**src/hdl/bipr_pkg.sv**
```systemverilog
// Package for the 3x3 boundary extraction block: shared types and constants.
// Has no dependencies; every other file of the block but bipr_if imports it.
`default_nettype none

package bipr_pkg;

    localparam int PIX_W      = 8;
    localparam int IMG_W_W    = 11;
    localparam int IMG_H_W    = 16;
    localparam int APB_ADDR_W = 3;
    localparam int APB_DATA_W = 32;

    localparam logic [PIX_W-1:0]   PIX_WHITE    = 8'hFF;
    localparam logic [IMG_W_W-1:0] WIDTH_RESET  = 11'd640;
    localparam logic [IMG_H_W-1:0] HEIGHT_RESET = 16'd480;
    localparam logic [8:0]         WINDOW_ALL   = 9'h1FF;

    typedef enum logic
    {
        REG_IMAGE_WIDTH  = 1'b0,
        REG_IMAGE_HEIGHT = 1'b1
    } reg_idx_t;

    // control bits of the item in the window stage
    typedef struct packed
    {
        logic wr;      // pixel taken into the frame, line memory is updated
        logic emit;    // item produces an output pixel
        logic border;  // output position lies on the frame border
        logic last;    // output is the final pixel of the frame
    } bipr_ctl_t;

endpackage

`default_nettype wire

```
**src/hdl/bipr_cfg.sv**
```systemverilog
// APB register file holding the frame width and height.
// Depends on bipr_pkg.
`default_nettype none

module bipr_cfg
    import bipr_pkg::*;
(
    input  wire logic                  clk,
    input  wire logic                  rst_n,
    input  wire logic                  psel,
    input  wire logic                  penable,
    input  wire logic                  pwrite,
    input  wire logic [APB_ADDR_W-1:0] paddr,
    input  wire logic [APB_DATA_W-1:0] pwdata,
    output logic      [APB_DATA_W-1:0] prdata,
    output logic                       pready,
    output logic      [IMG_W_W-1:0]    image_width,
    output logic      [IMG_H_W-1:0]    image_height
);

    logic [IMG_W_W-1:0] width_reg;
    logic [IMG_H_W-1:0] height_reg;
    logic               wr_en;
    reg_idx_t           idx;

    assign pready = 1'b1;
    assign wr_en  = psel & penable & pwrite & pready;
    assign idx    = reg_idx_t'(paddr[2]);

    always_ff @(posedge clk or negedge rst_n)
    begin
        if (!rst_n)
        begin
            width_reg  <= WIDTH_RESET;
            height_reg <= HEIGHT_RESET;
        end
        else if (wr_en)
        begin
            case (idx)
                REG_IMAGE_WIDTH:  width_reg  <= pwdata[IMG_W_W-1:0];
                REG_IMAGE_HEIGHT: height_reg <= pwdata[IMG_H_W-1:0];
                default:          width_reg  <= width_reg;
            endcase
        end
    end

    always_comb
    begin
        case (idx)
            REG_IMAGE_WIDTH:  prdata = APB_DATA_W'(width_reg);
            REG_IMAGE_HEIGHT: prdata = APB_DATA_W'(height_reg);
            default:          prdata = '0;
        endcase
    end

    assign image_width  = width_reg;
    assign image_height = height_reg;

endmodule

`default_nettype wire

```
**config.mk**
```make
export PLATFORM = sky130hd
export DESIGN_NAME = bipr_cfg
export DESIGN_NICKNAME = d
export VERILOG_FILES = /design/src/hdl/bipr_pkg.sv /design/src/hdl/bipr_cfg.sv
export SDC_FILE = /design/constraint.sdc
export NUM_CORES = 1
export LEC_CHECK = 0
export BUFFER_PORTS_ARGS = -buffer_cell sky130_fd_sc_hd__buf_2
export CAP_MARGIN = 5
export CORE_ASPECT_RATIO = 0.8
export CORE_MARGIN = 4
export CORE_UTILIZATION = 44
export DETAILED_ROUTE_END_ITERATION = 16
export PLACE_DENSITY = 0.85
export SKIP_CTS_REPAIR_TIMING = 1
export SLEW_MARGIN = 20
export SYNTH_ARGS = -nofsm -noshare
export SYNTH_HDL_FRONTEND = slang
export SYNTH_SLANG_ARGS = --single-unit
```
**constraint.sdc**
```tcl
create_clock -name clk -period 2.27 [get_ports clk]
set_input_delay 0.454 -clock clk [delete_from_list [all_inputs] [get_ports clk]]
set_output_delay 0.454 -clock clk [all_outputs]
set_load 0.02 [all_outputs]
```
; ---- Yosys cells after proc, flatten, opt, wreduce, memory -nomap -nowiden
; Index checks and enable logic that the tools add are counted.
[word_totals]
reg_bits = 27
latchBits = 0
ram_bits = 0
mem_bits_ro = 0
inputBits = 40
out_inout_bits = 60
elab_cells = 8
n_memories = 0
[op_classes]
n_addsub = 0
mul = 0
div_mod_pow = 0
magnitude_cmp = 0
n_eq_ne = 0
shifts = 0
mux = 1
bitwise = 3
n_reduce_logical = 2
[ops]
columns = op, n
row1 = $pmux W32 S2, 1
row2 = $reduce_and A2 Y1, 2
row3 = $and A1 B1 Y1, 2
row4 = $not A1 Y1, 1

; ---- Longest topological paths before layout
[depth]
depth_word = 3
depth_mapped = 4

; ---- Least setup slack after synthesis
; Ideal clock, no wire load.
[synth_path]
kind = input to output
start = in paddr[2]
end = out prdata[10]
t_arrival_ns = 1.144
path_slack_ns = 0.672
path_stages = 3
path_cell_list = buf_6 -> buf_2 -> mux2_2
[synth_between]
elab_chain_cells = 2
[synth_rtl]
columns = element, line
row1 = start: declaration, bipr_cfg.sv:13  ; input wire logic [APB_ADDR_W-1:0] paddr,
row2 = $not A1 Y1, n/a
row3 = $pmux W32 S2 *, bipr_cfg.sv:49  ; case (idx)
row4 = end: declaration, bipr_cfg.sv:15  ; output logic [APB_DATA_W-1:0] prdata,
; Mark *: on every way between the ends. The rest lies on a longest branch, timed or not. The select of a mux whose other input is x is not followed.

; ---- Worst setup path after layout
[layout_path]
start = in paddr[2]
end = out prdata[9]
; The elaborated chain is that of the path after synthesis.

==> impl_results.md <==
- Result of the run: finished, final reports clean
- Largest area contributor in the netlist: sky130_fd_sc_hd__dfrtp_1
- Startpoint kind of the worst setup timing path: primary input
- Starting DRT DRC Count: 27
- Pin count of the biggest net entering global routing: 28
- CTS tree: yes
- Type of destination of the critical path: primary output
- Longest individual stage delay on the worst path: 0.39 ns
- Cell type group with the largest total delay on the critical path: buffers and inverters
- Max FO, Critical Path: 18
- Top cells by area in the synthesized netlist: sky130_fd_sc_hd__dfrtp_1 (37%), sky130_fd_sc_hd__mux2_2 (22%), sky130_fd_sc_hd__mux2_4 (12%), sky130_fd_sc_hd__dfstp_2 (11%), sky130_fd_sc_hd__buf_4 (9.1%)
- Worst Setup Slack post-DPL: approximately 0.46 ns
- Core Box Area: 3060 um2
- Critical Path Slowest Stage Cell: sky130_fd_sc_hd__mux2_2
- Number of fillers in the final layout: 269
- Part of the power in the clock network: 0.167
- Routed wire length per instance: 14.3 um
- Logic pwr share: 0.407
- Clock Latency Late Sink: 0.27 ns
- CP Data Required Time: 1.82 ns
- CTS sink count: 27
- Net switching power: approximately 0.00059 W
- Post-Route Setup TNS: 0 ns
- Most numerous cell on the critical path: sky130_fd_sc_hd__buf_2
- Kind of critical path: primary input to primary output
- Internal Dissipation: 0.00100 W
- Cell chain of the critical path: buf_2 -> mux2_2 -> buf_2
- Number of standard cells in the layout, taps in and fillers out: 197
- Setup Skew: 0 ns
- Share of the clock period used by the worst path: 0.792
- Tmin final: 1.80 ns
- Share of flip-flops with an asynchronous set or reset: 1.00
- Peak clock frequency supported by timing: 0.556 GHz
- Antenna Nets Post-Route: 0
- Netlist Area Pre-Place: 1400 um2
- Number of global-route vias before repair: just over 900
- Height of the chip: a little under 60 um
- Peak ir drop on the vdd network: between 0.6 and 0.7 mV
- Leakage power summed over all cells: roughly 0.91 nW
- Number of instances in the synthesized netlist: 95
- Effective utilization at floorplan: 0.458
- # placed instances: 193
- Routed Wire Length: 2810 um
- Number of DRC violations after detailed routing: 0
- Core Util, Final: 0.558
- Post-DR vias/cell: 4.54
- Global-route usage over all layers: 0.137
- H-tree Lvls: 1
- Number of ports placed on the die boundary: 100
- Antenna Diode Count: 0
- Clock buffers created by TritonCTS: 3
- Die width: 71.1 um
- Root Buffer: sky130_fd_sc_hd__clkbuf_8
- Count of endpoints failing setup in the final report: 0
- Number of enable-type register cells in the synthesized netlist: 0
- Proportion of layout cells with a drive suffix above 1: 0.726
- Post-synthesis sequential area ratio: 0.487
- Top cell type's share of synthesized area: 0.375
- Number of distinct standard cells referenced by the synthesized netlist: 11
- Min setup slack post-route: 0.472 ns
- Area of the die: about 4200 um2
- Count of pins over their slew limit: 0
- Number of iterations in the first detailed-routing pass: 4
- Max transition margin: 0.608
- Hold Crit Class: primary input to asynchronous set/reset pin
- Antenna violations before repair: 0
- Flip-flop cell with the highest count after synthesis: sky130_fd_sc_hd__dfrtp_1
- Most common cell in the netlist: sky130_fd_sc_hd__mux2_2
- Clock Pin Slew Worst Setup and Hold Paths: 0.09 ns
- Number of hold violations in the final report: 0
- Layout area overhead: 21.9%
- Final-stage net count: 198
- Buffer levels on the longest clock path: 2
- Pwr per Cell Area: 930 nW/um2
- Switch share: 0.371
- Slew at the pin closest to its max-slew limit: 0.588 ns
- RSZ-0062 raised after global routing: false
- Overall power consumption: 0.00159 W
- Total of warnings raised by yosys: 0
- Seq pwr share: 0.426
- Global-route wire length before repair: 4410 um
- # port buffers: 64
- Mean post-synth cell area: about 15 um2
- Crit path arrival time: 1.34 ns
- DR vias: a little under 900
- Total buffers and inverters traversed by the critical path: 2
- Final Wtd Congestion: just under 0.8
- Number of rows created at floorplan: 18
- Number of max-cap violations: 0
- Total overflow reported by the global router: 0
- Synth cell count leaders: sky130_fd_sc_hd__mux2_2 (27), sky130_fd_sc_hd__dfrtp_1 (21), sky130_fd_sc_hd__buf_4 (17)
- HPWL Detailed: 2140 um
- Register bit count reported by yosys: 27
power groups by stage:
stage | Combinational [W] | Sequential, W | Clock, W
5_1_grt | 0.000685 | 0.000698 | 0.000303
3_3_place_gp | 0.000644 | 0.000674 | 0
6_report | 0.000647 | 0.000678 | 0.000265
4_1_cts | 0.000654 | 0.000678 | 0.000276
3_5_place_dp | 0.000651 | 0.000687 | 0
2_1_floorplan | 0.000321 | 0.000815 | 0
state kept, by name, indices dropped and copies added, names as in the netlist:
name          flops
image_width      11
image_height     16
layout make-up:
cell class	instances	area, um2	share of cell area
Clock inverter	1	5.00	0.00293
Tap cell	40	50.0	0.0293
Timing Repair Buffer	64	320	0.187
Clock buffer	3	41.3	0.0242
Sequential cell	27	683	0.400
Multi-Input combinational cell	62	609	0.357
placed cells by master (no fill, tap or decap):
cell type / instances
sky130_fd_sc_hd__dfstp_2: 6
sky130_fd_sc_hd__mux2_4: 11
sky130_fd_sc_hd__conb_1: 17
sky130_fd_sc_hd__nand4b_4: 1
sky130_fd_sc_hd__dfrtp_1: 21
sky130_fd_sc_hd__clkbuf_8: 3
sky130_fd_sc_hd__and2_1: 5
sky130_fd_sc_hd__clkinv_2: 1
sky130_fd_sc_hd__nand4_4: 1
sky130_fd_sc_hd__buf_2: 64
sky130_fd_sc_hd__mux2_2: 27
path summary, 6_finish.rpt:
path | startpoint | end | slack, ns | cells after the start
max reg2reg | image_width[4] | image_width[4] | 1.48 | 1
max in group asynchronous | rst_n | image_width[3] | 1.71 | 1
min in group clk | pwdata[14] | image_height[14] | 0.41 | 2
min | rst_n | image_width[8] | 0.18 | 1
max | paddr[2] | prdata[9] | 0.47 | 3
min reg2reg | image_height[13] | image_height[13] | 0.53 | 1
stage by stage:
| step | hold slack [ns] | area [um2] |
|---|---|---|
| 6_report | 0.178 | 1710 |
| 5_1_grt | 0.219 | 1710 |
| 3_5_place_dp | 0.487 | 1660 |
| 2_1_floorplan | 0.158 | 1460 |
| 4_1_cts | 0.192 | 1710 |
| 3_3_place_gp | 0.473 | 1660 |
logic make-up (layout without fill, tap and decap cells):
group                  count (synthesis)  count (layout)  synth area share
AND/OR/NAND/NOR                        7               7            0.0544
multiplexers                          38              38             0.335
other                                  2              17           0.00535
buffers and inverters                 21              68             0.119
flip-flops                            27              27             0.487
layer usage:
metal / track usage / part of all wire
met3: 0.0597 / 0.13
met2: 0.227 / 0.46
met5: 0 / 0
met1: 0.170 / 0.41
met4: 0.0241 / 0.0025
Power figures use the tool's default switching activity.
