File: src/hdl/bipr_pkg.sv
// Package for the 3x3 boundary extraction block: shared types and constants.
// Has no dependencies; every other file of the block but bipr_if imports it.
`default_nettype none

package bipr_pkg;

    localparam int PIX_W      = 8;
    localparam int IMG_W_W    = 11;
    localparam int IMG_H_W    = 16;
    localparam int APB_ADDR_W = 3;
    localparam int APB_DATA_W = 32;

    localparam logic [PIX_W-1:0]   PIX_WHITE    = 8'hFF;
    localparam logic [IMG_W_W-1:0] WIDTH_RESET  = 11'd640;
    localparam logic [IMG_H_W-1:0] HEIGHT_RESET = 16'd480;
    localparam logic [8:0]         WINDOW_ALL   = 9'h1FF;

    typedef enum logic
    {
        REG_IMAGE_WIDTH  = 1'b0,
        REG_IMAGE_HEIGHT = 1'b1
    } reg_idx_t;

    // control bits of the item in the window stage
    typedef struct packed
    {
        logic wr;      // pixel taken into the frame, line memory is updated
        logic emit;    // item produces an output pixel
        logic border;  // output position lies on the frame border
        logic last;    // output is the final pixel of the frame
    } bipr_ctl_t;

endpackage

`default_nettype wire

File: src/hdl/bipr_ctrl.sv
// Position tracking stage: input and output counters, emit decision, window stage register.
// Depends on bipr_pkg.
`default_nettype none

module bipr_ctrl
    import bipr_pkg::*;
#(
    parameter int MAX_WIDTH = 1024
)
(
    input  wire logic                         clk,
    input  wire logic                         rst_n,
    input  wire logic [IMG_W_W-1:0]           image_width,
    input  wire logic [IMG_H_W-1:0]           image_height,
    input  wire logic                         in_valid,
    input  wire logic                         in_action,
    input  wire logic [PIX_W-1:0]             in_pixel,
    output logic                              in_ready,
    input  wire logic                         s1_fire,
    output logic                              accept,
    output logic      [$clog2(MAX_WIDTH)-1:0] rd_addr,
    output logic                              s1_valid,
    output bipr_ctl_t                         s1_ctl,
    output logic      [$clog2(MAX_WIDTH)-1:0] s1_addr,
    output logic      [PIX_W-1:0]             s1_pixel
);

    localparam int AW = $clog2(MAX_WIDTH);
    localparam int CW = (AW + 2 > 12) ? AW + 2 : 12;

    logic [AW-1:0]      in_col_reg, in_col_next;
    logic [IMG_H_W-1:0] in_row_reg, in_row_next;
    logic [AW-1:0]      out_col_reg, out_col_next;
    logic [IMG_H_W-1:0] out_row_reg, out_row_next;
    logic               s1_valid_reg;
    bipr_ctl_t          s1_ctl_reg;
    logic [AW-1:0]      s1_addr_reg;
    logic [PIX_W-1:0]   s1_pixel_reg;

    logic [CW-1:0]      w_eff, width_ext, j_ext, j_inc, c_inc;
    logic [IMG_H_W-1:0] h_eff, row_base;
    logic [IMG_H_W:0]   r_inc;
    logic               inputs_done, do_pix, do_flush, pos_ok, emit;
    logic               col_wrap, r_last, c_last, restart, border;

    assign width_ext = CW'(image_width);
    always_comb
    begin
        if (image_width == '0)
            w_eff = CW'(1);
        else if (width_ext > CW'(MAX_WIDTH))
            w_eff = CW'(MAX_WIDTH);
        else
            w_eff = width_ext;
    end
    assign h_eff = (image_height == '0) ? IMG_H_W'(1) : image_height;

    assign inputs_done = in_row_reg >= h_eff;
    assign do_pix      = !in_action && !inputs_done;
    assign do_flush    = in_action && inputs_done;

    assign j_ext    = CW'(in_col_reg);
    assign j_inc    = j_ext + CW'(1);
    assign col_wrap = j_inc >= w_eff;
    // input index row*w + col has reached w + 1
    assign pos_ok = (in_row_reg >= IMG_H_W'(2))
                 || ((in_row_reg == IMG_H_W'(1)) && (in_col_reg != '0))
                 || ((in_row_reg == '0) && (j_ext >= w_eff + CW'(1)));

    assign emit = (do_pix && pos_ok && (out_row_reg < h_eff)) || do_flush;

    assign r_inc   = {1'b0, out_row_reg} + (IMG_H_W+1)'(1);
    assign c_inc   = CW'(out_col_reg) + CW'(1);
    assign r_last  = r_inc >= {1'b0, h_eff};
    assign c_last  = c_inc >= w_eff;
    assign border  = (out_row_reg == '0) || r_last || (out_col_reg == '0) || c_last;
    assign restart = emit && r_last && c_last;

    assign in_ready = !s1_valid_reg || s1_fire;
    assign accept   = in_valid && in_ready;
    assign rd_addr  = in_col_reg;
    assign row_base = restart ? '0 : in_row_reg;

    always_comb
    begin
        in_col_next  = in_col_reg;
        in_row_next  = in_row_reg;
        out_col_next = out_col_reg;
        out_row_next = out_row_reg;
        if (accept)
        begin
            if (emit)
            begin
                if (restart)
                begin
                    out_col_next = '0;
                    out_row_next = '0;
                    in_col_next  = '0;
                    in_row_next  = '0;
                end
                else if (c_last)
                begin
                    out_col_next = '0;
                    out_row_next = r_inc[IMG_H_W-1:0];
                end
                else
                begin
                    out_col_next = c_inc[AW-1:0];
                end
            end
            if (do_pix)
            begin
                if (col_wrap)
                begin
                    in_col_next = '0;
                    in_row_next = row_base + IMG_H_W'(1);
                end
                else
                begin
                    in_col_next = j_inc[AW-1:0];
                    in_row_next = row_base;
                end
            end
        end
    end

    always_ff @(posedge clk or negedge rst_n)
    begin
        if (!rst_n)
        begin
            in_col_reg   <= '0;
            in_row_reg   <= '0;
            out_col_reg  <= '0;
            out_row_reg  <= '0;
            s1_valid_reg <= 1'b0;
            s1_ctl_reg   <= '0;
        end
        else
        begin
            in_col_reg  <= in_col_next;
            in_row_reg  <= in_row_next;
            out_col_reg <= out_col_next;
            out_row_reg <= out_row_next;
            if (accept)
            begin
                s1_valid_reg      <= 1'b1;
                s1_ctl_reg.wr     <= do_pix;
                s1_ctl_reg.emit   <= emit;
                s1_ctl_reg.border <= border;
                s1_ctl_reg.last   <= r_last && c_last;
            end
            else if (s1_fire)
            begin
                s1_valid_reg <= 1'b0;
            end
        end
    end

    always_ff @(posedge clk)
    begin
        if (accept)
        begin
            s1_addr_reg  <= in_col_reg;
            s1_pixel_reg <= in_pixel;
        end
    end

    assign s1_valid = s1_valid_reg;
    assign s1_ctl   = s1_ctl_reg;
    assign s1_addr  = s1_addr_reg;
    assign s1_pixel = s1_pixel_reg;

endmodule

`default_nettype wire

File: config.mk
export PLATFORM = sky130hd
export DESIGN_NAME = bipr_ctrl
export DESIGN_NICKNAME = d
export VERILOG_FILES = /design/src/hdl/bipr_pkg.sv /design/src/hdl/bipr_ctrl.sv
export SDC_FILE = /design/constraint.sdc
export NUM_CORES = 1
export LEC_CHECK = 0
export BUFFER_PORTS_ARGS = -buffer_cell sky130_fd_sc_hd__clkbuf_2
export CAP_MARGIN = 20
export CORE_MARGIN = 2
export CORE_UTILIZATION = 40
export DETAILED_ROUTE_END_ITERATION = 7
export HOLD_SLACK_MARGIN = 0.1
export PLACE_DENSITY_LB_ADDON = 0.12
export SYNTH_ARGS = -nofsm -noshare
export SYNTH_HDL_FRONTEND = slang
export SYNTH_SLANG_ARGS = --single-unit
export TNS_END_PERCENT = 10
File: constraint.sdc
create_clock -name clk -period 9 [get_ports clk]
set_clock_uncertainty 0.1 [all_clocks]
set_input_delay 0.9 -clock clk [delete_from_list [all_inputs] [get_ports clk]]
set_output_delay 0.9 -clock clk [all_outputs]
set_load 0.1 [all_outputs]
Word level (Yosys, flattened, before mapping). Cells that the tools add are included. Widths: inputs -> output; s select.

Add/subtract/negate cells: 5. $lt $le $gt $ge: 8. Equal/unequal tests: 1. Mux-type cells: 17. Reductions and logical operators: 34.

Operator list (number): $mux 16 (7); $mux 10 (6); $logic_not 16->1 (3); $ge 11x12->1 (2); $add 10x1->11 const B (2); $add 16x1->17 const B (1); $ge 17x16->1 (1); $add 16x1->16 const B (1); $eq 16x1->1 const B (1); $ge 16x16->1 (1); $ge 16x2->1 const B (1); $lt 16x16->1 (1); $add 12x1->12 const B (1); $ge 10x12->1 (1); $mux 12 (1); $gt 11x11->1 const B (1); $logic_not 11->1 (1); $mux 11 (1); $logic_and 1x1->1 (10); $logic_not 10->1 (1); $reduce_bool 10->1 (1); $reduce_bool 2->1 (4); $logic_or 1x1->1 (7); $reduce_and 3->1 (2); 3 further kinds (7).

Register bits after elaboration: 75.

Logic depth before layout (Yosys ltp).
Word-level depth: 16. Gate-level depth with buffers: 22. Mapped depth without buffers: 20.

Least setup slack after synthesis. No wires, ideal clock.

Kind: input to register. Start point: input port image_width[6]. End point: register in_row_reg[12]. Setup time: 0.130 ns. Arrival time: 4.482 ns. Data required time: 8.770 ns. Setup slack: 4.288 ns. Stages: 20. Cells stage by stage: nor4_1 a31oi_1 nor2_1 ha_1 nand4_1 nor2_1 nand4_1 xnor2_1 ha_1 nand2_1 or4_1 a31oi_1 o221ai_4 o22ai_4 buf_6 nor2b_1 ha_1 nand4_1 nor4_1 xnor2_1.

Cells in the longest elaborated chain, start to end: 16.

Ends and longest elaborated chain: from (decl) (RTL line bipr_ctrl.sv:13) `input wire logic [IMG_W_W-1:0] image_width,`; $gt 11x11->1 (RTL line bipr_ctrl.sv:51) `else if (width_ext > CW'(MAX_WIDTH))`; $mux 11 (RTL line bipr_ctrl.sv:51); $mux 12 (*) (RTL line bipr_ctrl.sv:49) `if (image_width == '0)`; $add 12x1->12 (RTL line bipr_ctrl.sv:68) `|| ((in_row_reg == '0) && (j_ext >= w_eff + CW'(1)));`; $ge 10x12->1 (RTL line bipr_ctrl.sv:68); $logic_and 1x1->1 (RTL line bipr_ctrl.sv:68); $logic_or 1x1->1 (RTL line bipr_ctrl.sv:68); $logic_and 1x1->1 (2 in series) (RTL line bipr_ctrl.sv:70) `assign emit = (do_pix && pos_ok && (out_row_reg < h_eff)) || do_flush;`; $logic_or 1x1->1 (RTL line bipr_ctrl.sv:70); $logic_and 1x1->1 (2 in series) (RTL line bipr_ctrl.sv:77) `assign restart = emit && r_last && c_last;`; $mux 16; $add 16x1->16 (RTL line bipr_ctrl.sv:116) `in_row_next = row_base + IMG_H_W'(1);`; $mux 16 (RTL line bipr_ctrl.sv:113) `if (col_wrap)`; $mux 16 (RTL line bipr_ctrl.sv:111) `if (do_pix)`; to (signal assigned) (RTL line bipr_ctrl.sv:141) `in_row_reg <= in_row_next;`; to (decl) (RTL line bipr_ctrl.sv:32) `logic [IMG_H_W-1:0] in_row_reg, in_row_next;`.

Every way passes the cells marked *; elsewhere a longest branch is shown, timed or not. The select of a mux whose other input is x is not followed. A chain may end at the register's enable or synchronous reset.

Final worst setup path.
Start point: input port image_width[7]. End point: register out_row_reg[7].

Cells in the longest elaborated chain, start to end: 14.

Ends and longest elaborated chain: $gt 11x11->1 (RTL line bipr_ctrl.sv:51); $mux 11 (RTL line bipr_ctrl.sv:51); $mux 12 (*) (RTL line bipr_ctrl.sv:49); $add 12x1->12 (RTL line bipr_ctrl.sv:68); $ge 10x12->1 (RTL line bipr_ctrl.sv:68); $logic_and 1x1->1 (RTL line bipr_ctrl.sv:68); $logic_or 1x1->1 (RTL line bipr_ctrl.sv:68); $logic_and 1x1->1 (2 in series) (RTL line bipr_ctrl.sv:70); $logic_or 1x1->1 (RTL line bipr_ctrl.sv:70); $logic_and 1x1->1 (2 in series) (RTL line bipr_ctrl.sv:77); $reduce_bool 2->1 (no line); $reduce_and 3->1 (no line); to (signal assigned) (RTL line bipr_ctrl.sv:143) `out_row_reg <= out_row_next;`; to (decl) (RTL line bipr_ctrl.sv:34) `logic [IMG_H_W-1:0] out_row_reg, out_row_next;`.

Every way passes the cells marked *; elsewhere a longest branch is shown, timed or not.

==> impl_results.md <==
- Cell area after synthesis: 6070 um2
- Die Wd: 127 um
- Setup CP Type: in2reg
- Core Area: 15,000 um2
- Total Nets Final: 847
- Antenna cell count: 0
- DR WL/cell: 17.1 um
- H-tree depth: 3
- Clock buffer count from CTS: 9
- GRT Resource Usage Total: 20.3%
- Arrival @ worst endpoint: 5.35 ns
- Cell Rows: 45
- Switching pwr: 0.626 mW
- CP Capture Type: register
- Final WL: 15.6 mm
- # setup viols final: 0
- Synthesized area per cell: 9.34 um2
- Synthesis-to-layout area growth: 13.6%
- M3 GR Usage: 2.97%
- DRC violations left: 0
- Post-CTS Resized: 0
- CTS tree: done
- Clk pwr share: 25.6%
- Setup TNS: 0 ns
- Outcome: complete, no violations
- Root buffer cell: clkbuf_16
- Internal power of the cells: 0.769 mW
- Setup bufs post-CTS: 0
- Initial Utilization: 40.4%
- Commonest cells after routing, fill and taps aside: ha_1 (88), clkbuf_2 (74), nand2_1 (63)
- M2 GR Usage: 34.6%
- RSZ-0062 raised after global routing: no
- Final ANT Viol Nets: 0
- Worst skew pair latency: 0.35 ns
- Crit path launch type: input pin
- Dpl hpwl: 12.3 mm
- CP required: 9.18 ns
- DP Area: 6600 um2
- Syn_nets: 778
- Fmax: 194 MHz
- Tcrit/Tclk final: 57.4%
- Share of cells above drive strength 1: 15.2%
- Most common cell after layout, fill and taps aside: ha_1
- Die area: 16,200 um2
- Flop pwr share: 33.5%
- # port buffers: 74
- Ys Warns: 0
- Comb pwr share: 40.9%
- Fillers: 1,407
- Synthesized instance count: 650
- Primary FF master, synth: dfrtp_1
- Worst-path clk slew: 0.06 ns
- Post-synth EDFFs: 18
- First-pass GRT wire length: 26.2 mm
- Gr busiest metal: met2
- Yosys cell types: 67
- M1 GR Usage: 26.6%
- Vias after detailed routing: 5,152
- Crit path max fanout: 25
- Height of the die: 127 um
- DR iter-0 viols: 363
- Post-synthesis sequential area ratio: 32.4%
- CTS Buffer Depth: 2
- Gr ovfl total: 0
- Largest net degree at the start of global routing: 58
- Max-Cap Viols: 0
- Vias per cell: 5.65
- Sw Ratio: 44.9%
- # IOs: 75
- P per Cell Area: 203 nW/um2
- Max Slew Vio Count: 0
- Design area: 6890 um2
- Leak Pwr: 3.28 nW
- Crit path time final: 5.17 ns
- Max-Slew Margin vs Limit: 41.0%
- First-pass iteration count of the detailed router: 4
- Sink Count: 75
- Post-synthesis register bit count: 75
- Initial antenna violation count: 0
- Worst Hold Class: reg2reg
- Worst Max-Slew Pin Slew: 0.884 ns
- Hold_buf cts: 0
- Final hold violation count: 0
- GP Congestion: 0.856
- Asr flop ratio synth: 76.0%
- Worst ir drop on vdd: 0.0966 mV
- Vias in the first global route: 5,093
final timing paths:
kind / startpoint / end / slack (ns) / depth (start not counted)
worst max-delay path: image_width[7] / out_row_reg[7] / 3.83 / 17
min in group asynchronous: rst_n / rd_addr[5] / 0.61 / 2
worst max register to register: out_row_reg[2] / in_row_reg[12] / 4.04 / 18
max in group asynchronous: rst_n / out_row_reg[2] / 7.68 / 2
worst min register to register: s1_ctl[2] / s1_ctl[2] / 0.39 / 1
worst min-delay path: s1_ctl[2] / s1_ctl[2] / 0.39 / 1
critical path, stage by stage:
cell and delay, ns:
clkbuf_2 0.12, nor4_1 0.30, a31oi_1 0.13, nor2_1 0.26
ha_1 0.22, nand4_1 0.09, nor2_1 0.22, nand4_1 0.14
xnor2_1 0.16, ha_1 0.30, nand2_1 0.06, or4_1 0.51
a31oi_1 0.38, o221ai_4 0.20, o21ai_2 0.75, and2_1 0.41
a22o_1 0.20
power by group through the flow:
| stage | logic (mW) | registers (mW) | clock network, mW |
|---|---|---|---|
| after floorplan | 0.297 | 0.603 | 0 |
| after global placement | 0.561 | 0.472 | 0 |
| after detailed placement | 0.570 | 0.473 | 0 |
| after CTS | 0.573 | 0.467 | 0.366 |
| after global routing | 0.629 | 0.476 | 0.383 |
| final | 0.570 | 0.467 | 0.358 |
layout make-up:
cell class	instances	area (um2)	share of cell area, %
clock buffer	9	225	3.27
clock inverter	7	67.6	0.980
inverter	41	154	2.23
multi-input combinational	516	3860	56.0
sequential	75	1970	28.5
tap	188	235	3.41
timing repair buffer	76	385	5.59
per-stage QoR:
stage	utilization, %	power [mW]	setup slack, ns	hold WS [ns]	cells
CTS	45.8	1.41	3.87	0.390	912
global placement	43.9	1.03	3.66	0.366	896
finish	45.8	1.40	3.83	0.389	912
global route	45.8	1.49	3.42	0.408	912
detailed placement	43.9	1.04	3.52	0.366	896
floorplan	-	0.901	4.29	0.392	650
Yosys cell counts (13+ instances only):
master	number	area share, %
nor3_1	14	1.2
nor2_1	29	1.8
nand4_1	15	1.5
nor4_1	17	1.8
ha_1	88	18
edfxtp_1	18	8.9
o21ai_0	28	2.3
nand2b_1	23	2.4
nand2_1	63	3.9
nand3_1	36	3.0
dfrtp_1	57	24
and3_1	13	1.3
a21oi_1	21	1.7
inv_1	41	2.5
a21o_1	18	2.2
xnor2_1	35	5.1
cells by family after synthesis:
family | share of synthesized area, %
adders and majority gates | 18.1
and+or+nand+nor | 21.5
AOI/OAI and AO/OA | 16.4
buffers and inverters | 4.02
xor gates and xnor gates | 6.49
DFF | 32.4
muxes | 0.990
layer usage:
metal,vias up,wire [um]
li1,2550,-
met1,2472,7140
met2,114,7670
met3,16,585
met4,0,247
met5,-,0
No activity file was read; power rests on OpenSTA's default activity.
