[src/hdl/bipr_pkg.sv]
// Package for the 3x3 boundary extraction block: shared types and constants.
// Has no dependencies; every other file of the block but bipr_if imports it.
`default_nettype none

package bipr_pkg;

    localparam int PIX_W      = 8;
    localparam int IMG_W_W    = 11;
    localparam int IMG_H_W    = 16;
    localparam int APB_ADDR_W = 3;
    localparam int APB_DATA_W = 32;

    localparam logic [PIX_W-1:0]   PIX_WHITE    = 8'hFF;
    localparam logic [IMG_W_W-1:0] WIDTH_RESET  = 11'd640;
    localparam logic [IMG_H_W-1:0] HEIGHT_RESET = 16'd480;
    localparam logic [8:0]         WINDOW_ALL   = 9'h1FF;

    typedef enum logic
    {
        REG_IMAGE_WIDTH  = 1'b0,
        REG_IMAGE_HEIGHT = 1'b1
    } reg_idx_t;

    // control bits of the item in the window stage
    typedef struct packed
    {
        logic wr;      // pixel taken into the frame, line memory is updated
        logic emit;    // item produces an output pixel
        logic border;  // output position lies on the frame border
        logic last;    // output is the final pixel of the frame
    } bipr_ctl_t;

endpackage

`default_nettype wire

[src/hdl/bipr_window.sv]
// Window stage: 3x3 zero flags, centre pixel, output value and output register.
// Depends on bipr_pkg.
`default_nettype none

module bipr_window
    import bipr_pkg::*;
(
    input  wire logic             clk,
    input  wire logic             rst_n,
    input  wire logic             s1_valid,
    input  wire bipr_ctl_t        s1_ctl,
    input  wire logic [PIX_W-1:0] s1_pixel,
    input  wire logic [PIX_W-1:0] top,
    input  wire logic [PIX_W-1:0] mid,
    output logic                  s1_fire,
    output logic                  out_free,
    input  wire logic             out_ready,
    output logic                  out_valid,
    output logic      [PIX_W-1:0] out_pixel,
    output logic                  out_last
);

    logic [8:0]       flags_reg;
    logic [PIX_W-1:0] centre_reg;
    logic             out_valid_reg;
    logic [PIX_W-1:0] out_pixel_reg;
    logic             out_last_reg;
    logic [2:0]       col_flags;
    logic [8:0]       flags_shift, flags_use;
    logic [PIX_W-1:0] value;

    assign out_free = !out_valid_reg || out_ready;
    assign s1_fire  = s1_valid && (!s1_ctl.emit || out_free);

    assign col_flags   = {top == '0, mid == '0, s1_pixel == '0};
    assign flags_shift = {flags_reg[5:0], col_flags};
    assign flags_use   = s1_ctl.wr ? flags_shift : flags_reg;
    assign value       = (s1_ctl.border || (flags_use == WINDOW_ALL)) ? PIX_WHITE : centre_reg;

    always_ff @(posedge clk or negedge rst_n)
    begin
        if (!rst_n)
        begin
            flags_reg     <= '0;
            centre_reg    <= '0;
            out_valid_reg <= 1'b0;
        end
        else
        begin
            if (s1_fire)
            begin
                if (s1_ctl.emit && s1_ctl.last)
                begin
                    // frame done: window restarts, a pixel still leaves its middle value
                    flags_reg  <= '0;
                    centre_reg <= s1_ctl.wr ? mid : '0;
                end
                else if (s1_ctl.wr)
                begin
                    flags_reg  <= flags_shift;
                    centre_reg <= mid;
                end
            end
            if (s1_fire && s1_ctl.emit)
                out_valid_reg <= 1'b1;
            else if (out_ready)
                out_valid_reg <= 1'b0;
        end
    end

    always_ff @(posedge clk)
    begin
        if (s1_fire && s1_ctl.emit)
        begin
            out_pixel_reg <= value;
            out_last_reg  <= s1_ctl.last;
        end
    end

    assign out_valid = out_valid_reg;
    assign out_pixel = out_pixel_reg;
    assign out_last  = out_last_reg;

endmodule

`default_nettype wire

[config.mk]
export PLATFORM = sky130hd
export DESIGN_NAME = bipr_window
export DESIGN_NICKNAME = d
export VERILOG_FILES = /design/src/hdl/bipr_pkg.sv /design/src/hdl/bipr_window.sv
export SDC_FILE = /design/constraint.sdc
export NUM_CORES = 1
export LEC_CHECK = 0
export ABC_AREA = 1
export BUFFER_PORTS_ARGS = -buffer_cell sky130_fd_sc_hd__clkbuf_2
export CAP_MARGIN = 10
export CORE_ASPECT_RATIO = 0.9
export CORE_MARGIN = 5
export CORE_UTILIZATION = 49
export CTS_CLUSTER_DIAMETER = 60
export DETAILED_ROUTE_END_ITERATION = 10
export PLACE_DENSITY = 0.87
export SLEW_MARGIN = 20
export SYNTH_ARGS = -nofsm -noshare
export SYNTH_HDL_FRONTEND = slang
export SYNTH_SLANG_ARGS = --single-unit
[constraint.sdc]
create_clock -name clk -period 2.1 [get_ports clk]
set_clock_uncertainty 0.15 [all_clocks]
set_input_delay 0.42 -clock clk [delete_from_list [all_inputs] [get_ports clk]]
set_output_delay 0.42 -clock clk [all_outputs]
set_load 0.01 [all_outputs]
Yosys cells after proc, flatten, opt, wreduce, memory -nomap -nowiden
Cells that the tools add are included.
{ "word_totals": {"register_bits": 27, "inputBits": 32, "out_inout_bits": 12, "wordCells": 27} }
{ "classes": {"eq_ne": 1, "n_mux": 7, "n_reduce_logical": 14} }
{ "ops": {"columns": ["operator", "count"], "rows": [
  ["$logic_not 8->1", 3],
  ["$mux 8", 3],
  ["$mux 9", 2],
  ["$eq 9x9->1 const B", 1],
  ["$reduce_bool 2->1", 2],
  ["$logic_and 1x1->1", 3],
  ["$logic_or 1x1->1", 3],
  ["$logic_not 1->1", 2],
  ["$mux 1", 2],
  ["$reduce_and 2->1", 1]
]} }

Depth between registers and ports, before layout
Gate-level depths: netlist (run 1).
{ "logic_depth": {"word_depth": 6, "ltp_mapped": 9, "mapped_depth_nobuf": 9} }

Worst setup path after synthesis (run 1)
Ideal clock, no wire load.
{ "synth_path": {"kind": "input -> register", "start": "in out_ready", "end": "reg out_last_reg, in the netlist out_last, enable pin", "setup_ps": 329, "arrival_ps": 1205, "required_time_ps": 1621, "setup_slack_ps": 416, "stages": 7, "n_path_buf": 1, "cell_sequence": "inv_1 > nand3_1 > nand2_1 > inv_2 > buf_2 > nand2_1 > inv_1"} }
{ "synth_between": {"elab_chain_len": 4} }
{ "synth_lines": {"columns": ["item", "line", "rtl"], "rows": [
  ["from (decl)", "bipr_window.sv:17", "input wire logic out_ready,"],
  ["$logic_or 1x1->1", "bipr_window.sv:32", "assign out_free = !out_valid_reg || out_ready;"],
  ["$logic_or 1x1->1", "bipr_window.sv:33", "assign s1_fire = s1_valid && (!s1_ctl.emit || out_free);"],
  ["$logic_and 1x1->1", "bipr_window.sv:33", null],
  ["named net s1_fire", "bipr_window.sv:15", "output logic s1_fire,"],
  ["$logic_and 1x1->1", "bipr_window.sv:73", "if (s1_fire && s1_ctl.emit)"],
  ["to (signal assigned)", "bipr_window.sv:76", "out_last_reg <= s1_ctl.last;"],
  ["to (decl)", "bipr_window.sv:27", "logic out_last_reg;"]
]} }
The timed path passes the listed nets, and every way through them passes these cells.
A chain may end at the register's enable or synchronous reset.

Worst setup path in the final report (run 1)
{ "layout_path": {"start": "reg out_valid_reg, in the netlist out_valid", "end": "out s1_fire"} }
{ "layout_between": {"elab_chain_len": 4} }
{ "layout_lines": {"columns": ["item", "line", "rtl"], "rows": [
  ["from (decl)", "bipr_window.sv:25", "logic out_valid_reg;"],
  ["from (signal assigned)", "bipr_window.sv:46", "out_valid_reg <= 1'b0;"],
  ["from (signal assigned)", "bipr_window.sv:65", "out_valid_reg <= 1'b1;"],
  ["from (signal assigned)", "bipr_window.sv:67", "out_valid_reg <= 1'b0;"],
  ["$logic_not 1->1", "bipr_window.sv:32", null],
  ["$logic_or 1x1->1", "bipr_window.sv:32", null],
  ["$logic_or 1x1->1", "bipr_window.sv:33", null],
  ["$logic_and 1x1->1", "bipr_window.sv:33", null],
  ["to (decl)", "bipr_window.sv:15", null]
]} }
No other way between the ends.

==> results of run 1 <==
==> cells by family after synthesis <==
family,Yosys count
AOI/OAI and AO/OA,19
DFF,27
buffers and inverters,30
and+or+nand+nor,74
==> final cells by class <==
| cell class | instances | area (µm²) | share of cell area |
|---|---|---|---|
| inverters | 27 | 103.9 | 0.06603 |
| multi-input cells | 93 | 442.9 | 0.2816 |
| clock inverters | 1 | 7.507 | 0.004773 |
| repair buffers | 46 | 240.2 | 0.1527 |
| clock buffers | 3 | 22.52 | 0.01432 |
| flip-flops and latches | 27 | 720.7 | 0.4582 |
| well taps | 28 | 35.03 | 0.02228 |
==> layer usage <==
| metal | vias to the layer above | GRT usage |
|---|---|---|
| met5 | - | 0 |
| met4 | 0 | 0.06105 |
| met3 | 4 | 0.02863 |
| met2 | 34 | 0.2238 |
| met1 | 495 | 0.2058 |
| li1 | 577 | - |
==> power groups by stage <==
| stage | Combinational [mW] | Clock [mW] | Sequential, mW |
|---|---|---|---|
| 2_1_floorplan | 0.111 | 0 | 0.624 |
| 5_1_grt | 0.219 | 0.252 | 0.614 |
| 4_1_cts | 0.192 | 0.235 | 0.609 |
| 3_5_place_dp | 0.189 | 0 | 0.620 |
| 3_3_place_gp | 0.185 | 0 | 0.618 |
| 6_report | 0.191 | 0.227 | 0.609 |
==> layout by cell type, fill, tap and decap left out <==
cell type      count
nand2_4            1
dfrtp_1           18
edfxtp_1           9
o21ai_1            2
buf_4              2
dlygate4sd3_1      1
inv_1             25
clkbuf_2          43
nor3_1             2
clkinvlp_4         1
o22ai_1            7
nand3_2            1
o21ai_0            8
nand3_1           17
nand2_1           33
nor2_2             2
clkbuf_4           3
nand2_2            3
o32ai_1            1
inv_4              1
inv_2              1
a21oi_1            1
nor2_4             1
nor2_1            14
==> worst max-delay path by stage <==
stage	to	slack, ns	depth (start not counted)
floorplan	out_last	0.42	7
global placement	out_pixel[6]	0.35	9
detailed placement	out_pixel[4]	0.30	9
CTS	s1_fire	0.27	4
global route	s1_fire	0.18	4
finish	s1_fire	0.26	4
==> worst register-to-register path, delay by kind of cell, from the launching register on <==
kind / cells / cell delay (ns)
flops: 1 / 0.43
buf+inv: 3 / 0.48
compound gates: 1 / 0.07
simple gates: 4 / 0.45
==> metrics by stage <==
| step | utilization | instances | hold slack, ns | power, mW | setup WS (ns) |
|---|---|---|---|---|---|
| 2_1_floorplan | - | 150 | -0.02559 | 0.7344 | 0.4156 |
| 3_3_place_gp | 0.6159 | 220 | 0.2297 | 0.8031 | 0.3504 |
| 3_5_place_dp | 0.6159 | 220 | 0.2330 | 0.8090 | 0.2961 |
| 4_1_cts | 0.6320 | 225 | 0.1384 | 1.037 | 0.2652 |
| 5_1_grt | 0.6320 | 225 | 0.1348 | 1.086 | 0.1759 |
| 6_report | 0.6320 | 225 | 0.1396 | 1.027 | 0.2567 |
==> timing repair <==
action | CTS | global route
gates resized for setup | 0 | 0
hold buffers | 1 | 0
hold endpoints to repair | 18 | 0
==> flow_summary.json, run 1 <==
{
  "crit_buf_inv": 2,
  "power_density_nw_per_um2": 652.9,
  "combined_global_route_utilization_of_all_metal_layers": 0.1469,
  "syn_nets": 182,
  "largest_register_ffs": 9,
  "synthesis.instances": 150,
  "cts_tree": "built",
  "max_freq_mhz": 542.5,
  "regToRegEndpoint": "flags_reg[0]",
  "ys.flop_type": "dfrtp_1",
  "met3RoutedLength_um": 163,
  "synth.top_cell.area_share": 0.3478,
  "clock_pin_slew_of_the_registers_on_the_worst_case_setup_and_hold_paths_ns": 0.14,
  "core-area_um2": 2489,
  "main_combinational_cell_family_by_area_after_synthesis": "simple AND/OR/NAND/NOR gates",
  "route.vias.total": 1110,
  "p_leak_nw": 0.8222,
  "synth-edff-count": 9,
  "post_synth_and_or_nand_nor_area_fraction": 0.2589,
  "critical_path.reg2reg.startpoint": "out_valid",
  "initial_core_utilization": 0.5204,
  "netlist.top_cell.by_area": "dfrtp_1",
  "cp.arrival_ns": 1.27,
  "clk_latency_ns": 0.32,
  "fp.dieArea_um2": 3772,
  "outcome": "completed",
  "first_global_vias": 983,
  "worst_path_dominant_cell_family": "flip-flops",
  "worstSetupEndpointType": "output pin",
  "portBuffers": 43,
  "finalCritPeriodShare": 0.8777,
  "crit_path_max_incr_delay_ns": 0.43,
  "pwr-share-seq": 0.593,
  "cts_made_buffers": 3,
  "cp-startpoint": "out_valid",
  "cts-htree-levels": 1,
  "die_height_um": 58.77,
  "pin_count_of_the_biggest_net_entering_global_routing": 19,
  "clk_path_buf_depth": 2,
  "routed_wirelength_um": 2651,
  "syn-cell-area_um2": 1295,
  "synth-seq-area-share": 0.5565,
  "power_switching_mw": 0.2838,
  "critical_path.max_fanout": 9,
  "rows": 17,
  "ant_nets": 0,
  "clockRootBuffer": "clkbuf_4",
  "sw_ratio": 0.2764,
  "synthMostInstantiatedCell": "nand2_1",
  "drt_iter0_drc": 37,
  "min_delay_worst_endpoint": "out_last",
  "worst_max_slew_margin_expressed_relative_to_the_limit": 0.6548,
  "drt-vias-per-instance": 4.933,
  "met1_length_um": 1188,
  "insertedDiodeCount": 0,
  "first_pass_grt_wire_length_um": 4319,
  "grt_setup_unrepaired": "false",
  "layout_min_cycle_time_ns": 1.843,
  "pwr-share-comb": 0.186,
  "placed_standard_cell_area_um2": 1533,
  "detail_route.wl_per_cell_um": 11.78,
  "horizontal_die_dimension_um": 64.19,
  "fin_tns_setup_ns": 0,
  "worst_pin_slew_ns": 0.5179,
  "synth.ff_latch_count": 27,
  "synth_compound_gate_area_share": 0.08309,
  "synthTopCellsByArea": "dfrtp_1 (35%), edfxtp_1 (21%), nand2_1 (9.6%), inv_1 (7.2%), nand3_1 (6.6%)",
  "setup.worst_path.class": "register to output pin",
  "drive_above_1_share": 0.2995,
  "yosys.area_share.xor_xnor": 0,
  "topRoutingLayerUsed": "met4",
  "postCtsSetupBuffers": 0,
  "routabilityCongestion": 0.8699,
  "launch_point_of_the_worst_hold_path": "s1_ctl[0]",
  "yosysWarnings": 0,
  "max_cap_viol_count": 0,
  "ys_top_cells_by_count": "nand2_1 (33), inv_1 (25), dfrtp_1 (18)",
  "setup.reg_to_reg.worst_slack_ns": 0.46,
  "globalRouteOverflowTotal": 0,
  "layout.cell_area.non_filler_um2": 1573,
  "critical_path.cell_chain": "nand3_1 > nand2_1 > inv_2 > clkbuf_2",
  "synthDistinctLibCells": 21,
  "report.final.slew_viol_count": 0,
  "numClockSinks": 27,
  "first_pass_iters": 4,
  "ff2ff_path_depth": 8,
  "finish.net_count": 230,
  "cp_slowest_cell": "dfrtp_1",
  "timing.final.setup_violations": 0,
  "detailedPlacementHpwl_um": 2094,
  "grt_antenna_before_repair": 0,
  "cp-start-kind": "register",
  "post_synthesis_adder_cell_area_fraction": 0,
  "hold_violations": 0,
  "clock_power_share": 0.221,
  "worst_hold_path_type": "primary input to register",
  "hold_depth": 1,
  "synthArstFlopShare": 0.6667,
  "met2_length_um": 1260,
  "syn_to_final_growth_pct": 21.45,
  "worst_ir_drop_vdd_v": 0.0005144,
  "internal_power_mw": 0.7431,
  "syn_area_per_cell_um2": 8.633,
  "fillers": 210,
  "required_ns": 1.53,
  "yosys-mux-area-fraction": 0,
  "route.detailed.drc": 0,
  "ioPinCount": 44
}
Note: power is estimated with default switching activity, not from simulation.
==> inputs of run 2 (changes only) <==
--- a/config.mk
+++ b/config.mk
@@ -11,9 +11,10 @@
 export CORE_ASPECT_RATIO = 0.9
 export CORE_MARGIN = 5
 export CORE_UTILIZATION = 49
-export CTS_CLUSTER_DIAMETER = 60
+export CTS_CLUSTER_DIAMETER = 200
 export DETAILED_ROUTE_END_ITERATION = 10
 export PLACE_DENSITY = 0.87
+export RECOVER_POWER = 25
 export SLEW_MARGIN = 20
 export SYNTH_ARGS = -nofsm -noshare
 export SYNTH_HDL_FRONTEND = slang
==> flow_summary.json, run 2 (same netlist as run 1, synthesis figures left out) <==
{
  "die_height_um": 58.77,
  "postCtsSetupBuffers": 0,
  "critical_path.max_fanout": 9,
  "crit_path_max_incr_delay_ns": 0.43,
  "worst_ir_drop_vdd_v": 0.0005143,
  "max_cap_viol_count": 0,
  "worst_max_slew_margin_expressed_relative_to_the_limit": 0.3730,
  "routed_wirelength_um": 2652,
  "ioPinCount": 44,
  "drive_above_1_share": 0.2893,
  "clock_pin_slew_of_the_registers_on_the_worst_case_setup_and_hold_paths_ns": 0.14,
  "insertedDiodeCount": 0,
  "core-area_um2": 2489,
  "layout_min_cycle_time_ns": 1.843,
  "power_mw": 1.026,
  "cp-startpoint": "out_valid",
  "horizontal_die_dimension_um": 64.19,
  "dpl_worst_slack_ns": 0.2961,
  "cts_tree": "built",
  "route.detailed.drc": 0,
  "initial_core_utilization": 0.5204,
  "worst_pin_slew_ns": 0.9405,
  "report.final.slew_viol_count": 0,
  "setup.worst_path.class": "register to output pin",
  "routabilityCongestion": 0.8699,
  "first_pass_iters": 4,
  "worst_hold_path_type": "primary input to register",
  "required_ns": 1.53,
  "critical_path.cell_chain": "nand3_1 > nand2_1 > inv_2 > clkbuf_2",
  "first_global_vias": 983,
  "power_switching_mw": 0.2838,
  "power_density_nw_per_um2": 653.7,
  "cp.arrival_ns": 1.27,
  "clk_path_buf_depth": 2,
  "rows": 17,
  "grt_antenna_before_repair": 0,
  "fp.dieArea_um2": 3772,
  "worst_path_dominant_cell_family": "flip-flops",
  "drt-vias-per-instance": 4.938,
  "crit_buf_inv": 2,
  "outcome": "completed",
  "setup.reg_to_reg.worst_slack_ns": 0.46,
  "portBuffers": 43,
  "critical_path.reg2reg.startpoint": "out_valid",
  "combined_global_route_utilization_of_all_metal_layers": 0.1469,
  "max_freq_mhz": 542.5,
  "cp-start-kind": "register",
  "detail_route.wl_per_cell_um": 11.79,
  "ant_nets": 0,
  "numClockSinks": 27,
  "route.vias.total": 1111,
  "detailedPlacementHpwl_um": 2094,
  "pwr-share-seq": 0.593,
  "clock_power_share": 0.221,
  "p_leak_nw": 0.8163,
  "layout_commonest_cell": "clkbuf_2",
  "clk_latency_ns": 0.32,
  "drt_iter0_drc": 37,
  "worstSetupEndpointType": "output pin",
  "launch_point_of_the_worst_hold_path": "s1_ctl[0]",
  "internal_power_mw": 0.7426,
  "cts_made_buffers": 3,
  "first_pass_grt_wire_length_um": 4319,
  "grt_setup_unrepaired": "false",
  "largest_register_ffs": 9,
  "pwr-share-comb": 0.186,
  "hold_violations": 0,
  "sw_ratio": 0.2765,
  "finalCritPeriodShare": 0.8778,
  "timing.final.setup_violations": 0,
  "globalRouteOverflowTotal": 0,
  "fin_tns_setup_ns": 0,
  "cp_slowest_cell": "dfrtp_1",
  "finish.net_count": 230,
  "layout_common_cells": "clkbuf_2 (41), nand2_1 (33), inv_1 (25)",
  "clockRootBuffer": "clkbuf_4",
  "fin_ws_ns": 0.2566,
  "cts-htree-levels": 1,
  "pin_count_of_the_biggest_net_entering_global_routing": 19,
  "syn_to_final_growth_pct": 21.26,
  "fillers": 212
}
==> run 2: what timing repair did <==
action	4_1_cts	5_1_grt
hold endpoints to repair	18	0
resized for setup	0	0
hold buffers	1	0
==> run 2: routing by layer <==
metal	track usage	wire length, µm
met1	0.2058	1189
met4	0.06105	38
met5	0	0
met2	0.2238	1260
met3	0.02863	163
==> run 2: power groups by stage <==
stage	Combinational (mW)	Clock, mW	Sequential [mW]
finish	0.191	0.227	0.609
global route	0.219	0.252	0.614
global placement	0.185	0	0.618
floorplan	0.111	0	0.624
CTS	0.192	0.235	0.609
detailed placement	0.189	0	0.620
==> run 2: cell type report <==
type / instances / area [µm²] / area share
inverter: 27 / 103.9 / 0.06614
clock buffer: 3 / 22.52 / 0.01434
tap: 28 / 35.03 / 0.02231
timing repair buffer: 46 / 237.7 / 0.1514
sequential: 27 / 720.7 / 0.4590
multi-input combinational: 93 / 442.9 / 0.2821
clock inverter: 1 / 7.507 / 0.004781
==> run 2: worst paths after layout <==
kind | to | cells past startpoint
worst max-delay path | s1_fire | 4
worst min-delay path | out_last | 1
worst max register to register | flags_reg[0] | 8
worst min register to register | centre_reg[7] | 2
max in group asynchronous | flags_reg[2] | 2
min in group asynchronous | flags_reg[8] | 2
==> run 2: per-stage QoR <==
step                std cells  utilization  hold WS [ns]  instance area, µm²
floorplan                 150            -      -0.02559                1295
global placement          220       0.6159        0.2297                1533
detailed placement        220       0.6159        0.2330                1533
CTS                       225       0.6320        0.1384                1573
global route              225       0.6310        0.1845                1570
finish                    225       0.6310        0.1637                1570
